## config.mk

```make
export PLATFORM = sky130hd
export DESIGN_NAME = msbs_history
export DESIGN_NICKNAME = d
export VERILOG_FILES = /design/src/msbs_history.sv
export SDC_FILE = /design/constraint.sdc
export NUM_CORES = 1
export LEC_CHECK = 0
export ABC_CLOCK_PERIOD_IN_PS = 2220
export BUFFER_PORTS_ARGS = -buffer_cell sky130_fd_sc_hd__buf_2
export CAP_MARGIN = 5
export CORE_ASPECT_RATIO = 0.8
export CORE_MARGIN = 4
export CORE_UTILIZATION = 48
export DETAILED_ROUTE_END_ITERATION = 10
export PLACE_DENSITY_LB_ADDON = 0.1
export SYNTH_ARGS = -nofsm -noshare
export SYNTH_HDL_FRONTEND = slang
export SYNTH_SLANG_ARGS = --single-unit
```

## constraint.sdc

```tcl
create_clock -name clk_i -period 2.22 [get_ports clk_i]
set_clock_uncertainty 0.2 [all_clocks]
set_input_delay 0.222 -clock clk_i [delete_from_list [all_inputs] [get_ports clk_i]]
set_output_delay 0.222 -clock clk_i [all_outputs]
set_load 0.05 [all_outputs]
```

## src/msbs_history.sv

```systemverilog
// ----------------------------------------------------------------------------
// msbs_history
// History window of the latest scanned bytes and the buffer byte count.
// ----------------------------------------------------------------------------
module msbs_history #(
  parameter int MAX_SIG_BYTES = 64,
  parameter int BUFFER_BYTES  = 65536
) (
  input  logic                                 clk_i,
  input  logic                                 rst_ni,
  input  logic                                 scan_i,
  input  logic                                 clear_i,
  input  logic [7:0]                           byte_i,
  output logic [MAX_SIG_BYTES*8-1:0]           hist_o,
  output logic [$clog2(BUFFER_BYTES+1)-1:0]    count_o,
  output logic                                 full_o
);

  localparam int ROW_W = MAX_SIG_BYTES * 8;
  localparam int CW    = $clog2(BUFFER_BYTES + 1);

  logic [ROW_W-1:0] hist_q, hist_d;
  logic [CW-1:0]    count_q, count_d;
  logic             full;

  assign full = (count_q == CW'(BUFFER_BYTES));

  always_comb begin
    hist_d  = hist_q;
    count_d = count_q;
    if (clear_i) begin
      hist_d  = '0;
      count_d = '0;
    end else if (scan_i && !full) begin
      // newest byte enters at the top lane
      hist_d  = {byte_i, hist_q[ROW_W-1:8]};
      count_d = count_q + CW'(1);
    end
  end

  always_ff @(posedge clk_i or negedge rst_ni) begin
    if (!rst_ni) begin
      hist_q  <= '0;
      count_q <= '0;
    end else begin
      hist_q  <= hist_d;
      count_q <= count_d;
    end
  end

  assign hist_o  = hist_q;
  assign count_o = count_q;
  assign full_o  = full;

endmodule

```

# == Word-level counts from Yosys, hierarchy flattened ==
# Cells that the tools add are included.
# classes
n_mux,4
n_addsub,1
eq_ne,1
reduce_logical,3
# op_table
operator,n
2-to-1 mux 512 bit,2
2-to-1 mux 17 bit,2
"adder 17 x 1 -> 17 bit, second input constant",1
"equality test 17 bit, second input constant",1
nonzero test 2 bit,1
logical AND 1 bit,1
logical NOT 1 bit,1
# totals
output_inout_bits,530
inputBits,12
register_bits,529
wordCells,11

# == Longest topological paths before layout ==
# logic_depth
word_depth,5
mapped_depth,9
depth_no_buf,6

# == Least setup slack after synthesis ==
# Ideal clock, no wire load.
# synth_timing
path_type,reg2reg
startpoint,"reg count_q[0], in the netlist count_o[0]"
endpoint,"reg hist_q[108], in the netlist hist_o[108]"
path_buffers,3
stages_incl_launch_ff,10
setup_time_ps,78
required_ps,1942
t_arrival_ps,2263
period_less_slack_ps,2541
slack_ps,-321
path_cell_list,dfrtp_1 > inv_1 > ha_1 > nor4b_1 > a41oi_1 > buf_2 > clkbuf_1 > clkbuf_1 > nand2_1 > a21oi_1
# synth_via
elab_chain_cells,4
# synth_lines
item,line,source
"start, declared",23,"logic [CW-1:0] count_q, count_d;"
"start signal, assigned",47,count_q <= count_d;
equality test 17 bit,26,assign full = (count_q == CW'(BUFFER_BYTES));
logical NOT 1 bit,34,end else if (scan_i && !full) begin
logical AND 1 bit,34,
nonzero test 2 bit (no line),n/a,
"end signal, assigned",46,hist_q <= hist_d;
"end, declared",22,"logic [ROW_W-1:0] hist_q, hist_d;"
# No other way between the ends.
# A chain may end at the register's enable or synchronous reset.

# == Final worst setup path ==
# layout_timing
startpoint,"reg count_q[9], in the netlist count_o[9]"
endpoint,"reg hist_q[506], in the netlist hist_o[506]"
# The elaborated chain is that of the path after synthesis.

==> run_results.csv <==
group,metric,value,unit
critical_path,rr_worst_depth,10,
critical_path,end_kind,"flip-flop",
place,portBuffers,541,
global_routing,antenna_found_initial,0,
drt,vias,19219,
drt,dr.pass1.iters,5,
critical_path,timing.rr.end,"hist_o[506]$_DFFE_PN0P_",
power_and_ir_drop,peakVddDrop,0.000577,V
timing,slew_violations,0,
finish,nNetsFinal,2942,
drt,routedWlPerCell,21.0,um
logic_synthesis,synth_area_leaders,"dfrtp_1, nand2_1, a21oi_1",
clocking,clk_latency,0.58,ns
global_routing,track_usage,0.269,
drt,routed_via_density,5.44,
floorplan,die-area,0.0473,mm^2
finish,drive_above_1_share,0.341,
critical_path,worstPathRequired,2.48,ns
timing,fin_ws,-0.117,ns
place,gp_congestion,0.862,
timing,relSlewSlack,0.636,
clocking,htreeDepth,2,
clocking,cts.sinks,529,
logic_synthesis,synth_cells,2327,
global_routing,grt_pass1_wl,102000,um
clocking,cts_tree,"done",
logic_synthesis,yosys_warnings,0,
floorplan,core,0.0432,mm^2
power_and_ir_drop,leakage,14.2,nW
logic_synthesis,synth_common_cells,"nand2_1, dfrtp_1, a21oi_1, clkbuf_1, buf_2",
logic_synthesis,synth_edf_count,0,
logic_synthesis,syn_area,0.0211,mm^2
critical_path,timing.rr.start,"count_o[9]$_DFFE_PN0P_",
timing,setup_viol,311,
logic_synthesis,synth_top_area_cell,"dfrtp_1",
power_and_ir_drop,p_total,0.0205,W
clocking,root_buffer,"clkbuf_16",
finish,synthToLayoutAreaGrowth,38.8,%
critical_path,r2r_setup_slack,-0.12,ns
finish,fill_cells,3355,
floorplan,rows,68,
run_status,status,"complete, but fails checks",
finish,finalNonFillerCells,3532,
drt,final_antenna_net_count,0,
timing,max_freq,428,MHz
drt,drc,0,
floorplan,start_util,0.487,
timing,tns,-13.00,ns
drt,drt_wl_total,74100,um
logic_synthesis,synthArstFlopShare,1.00,
timing,fin_crit_sh,1.05,
clocking,cts_made_buffers,54,
job,cap_violations,0,
logic_synthesis,yosysUniqueCellTypes,32,
floorplan,die-width,242,um
timing,rsz0062_at_grt,"yes",
timing,fin_crit,2.34,ns
logic_synthesis,synth_top_cell_area_share,0.628,
logic_synthesis,synth_most_common_cell,"nand2_1",
place,pre_cts_ws,0.0342,ns
finish,antenna_cells,0,
run_status,violations,"negative setup slack",
place,dp_hpwl,45600,um
floorplan,io_pins,542,
place,dp.cells,3348,
critical_path,cp-start-kind,"flip-flop",
clocking,clkTransAtPathRegs,0.07,ns
critical_path,path_class,"flip-flop to flip-flop",
logic_synthesis,syn_area_per_cell,9.05,um^2
critical_path,cp.arrival,2.60,ns
timing,fin_hold_ws,0.164,ns
logic_synthesis,synth-seq-cells,529,
timing,tightestPinTransition,0.546,ns
drt,drt_iter0_markers,1808,
logic_synthesis,syn_nets,2341,
logic_synthesis,ys_seq_area_frac,0.628,
logic_synthesis,synthFlopType,"dfrtp_1",
clocking,clock_path_buffers,3,
min_path,hold_class,"input port to async pin",
global_routing,grt_max_degree,87,
floorplan,die_y,195,um
global_routing,overflow,0,
power_and_ir_drop,power.density,701,mW/mm^2
timing,hold_violations,0,
global_routing,grt_pass1_vias,17775,
critical_path,crit_fanout,8,
-- logic make-up (layout without fill, tap and decap cells) --
logic type | Yosys count | in the layout | share of synthesized area
adder cells (fa/ha/maj) | 2 | 2 | 0.00119
flip-flops | 529 | 529 | 0.628
XOR/XNOR | 7 | 7 | 0.00291
AND/OR/NAND/NOR | 1076 | 1076 | 0.197
buffers and inverters | 181 | 826 | 0.0431
AO/OA/AOI/OAI | 532 | 532 | 0.127
-- stage by stage --
| step | util | instance area (um^2) |
|---|---|---|
| floorplan | - | 21100 |
| global placement | 0.577 | 25000 |
| detailed placement | 0.577 | 25000 |
| CTS | 0.625 | 27000 |
| global route | 0.676 | 29200 |
| finish | 0.676 | 29200 |
-- critical path, stage by stage (launching register included) --
cell,delay (ns)
dfrtp_2,0.44
nor4_1,0.27
buf_4,0.16
buf_4,0.11
buf_4,0.11
a41oi_4,0.19
buf_12,0.20
clkbuf_16,0.17
clkbuf_16,0.18
nand2_1,0.10
a21oi_2,0.06
-- state kept, by name (all words and copies together), names as in the netlist --
register / cells
hist_o: 512
count_o: 17
-- where the power goes --
| part | switching (W) | leakage, nW | total [W] | internal, W |
|---|---|---|---|---|
| Sequential | 0.0000181 | 7.37 | 0.00968 | 0.00966 |
| Clock | 0.00385 | 0.899 | 0.00931 | 0.00547 |
| Combinational | 0.000984 | 5.95 | 0.00151 | 0.000524 |
-- layout make-up --
type / count / area, um^2 / area share
flip-flops and latches: 529 / 13300 / 0.453
well taps: 560 / 701 / 0.0240
clock inverters: 22 / 245 / 0.00839
clock buffers: 78 / 1560 / 0.0535
repair buffers: 721 / 5650 / 0.193
multi-input cells: 1617 / 7810 / 0.267
inverters: 5 / 18.8 / 0.000642
-- placed cells by master, fill, tap and decap left out, types with 7 or more instances in the layout --
master,count
clkbuf_1,13
buf_8,9
buf_6,8
a21oi_1,406
dfrtp_1,518
nand2_2,36
clkbuf_16,91
buf_4,61
dlygate4sd3_1,11
buf_2,538
clkbuf_8,10
clkinv_2,14
buf_16,13
a21oi_2,116
buf_12,45
nand4_1,7
nor2_1,8
dfrtp_2,11
nand2_4,39
nand2_1,958
-- worst max path at each step --
stage,from,to,slack (ns),cells after the start
4_1_cts,count_o[0]$_DFFE_PN0P_,full_o,-0.09,6
5_1_grt,count_o[1]$_DFFE_PN0P_,hist_o[509]$_DFFE_PN0P_,-0.20,11
6_report,count_o[9]$_DFFE_PN0P_,hist_o[506]$_DFFE_PN0P_,-0.12,10
2_1_floorplan,count_o[3]$_DFFE_PN0P_,hist_o[319]$_DFFE_PN0P_,0.009,7
3_3_place_gp,count_o[0]$_DFFE_PN0P_,hist_o[56]$_DFFE_PN0P_,0.07,9
3_5_place_dp,count_o[0]$_DFFE_PN0P_,hist_o[339]$_DFFE_PN0P_,0.03,9
-- routing by layer --
layer,GRT usage,up-vias,routed length [um]
met3,0.0704,160,5980
met1,0.358,9553,29700
met4,0.0911,0,2860
li1,-,8757,-
met2,0.434,749,35500
met5,0,-,0
-- repair_timing --
| item | 4_1_cts | 5_1_grt |
|---|---|---|
| hold buffers | 12 | 0 |
| pin swaps | 3 | 105 |
| cloned | 1 | 48 |
| hold endpoints to repair | 581 | 0 |
| setup endpoints to repair | 2 | 504 |
| gates resized for setup | 11 | 267 |
| setup buffers | 8 | 17 |
No activity file was read; power rests on OpenSTA's default activity.
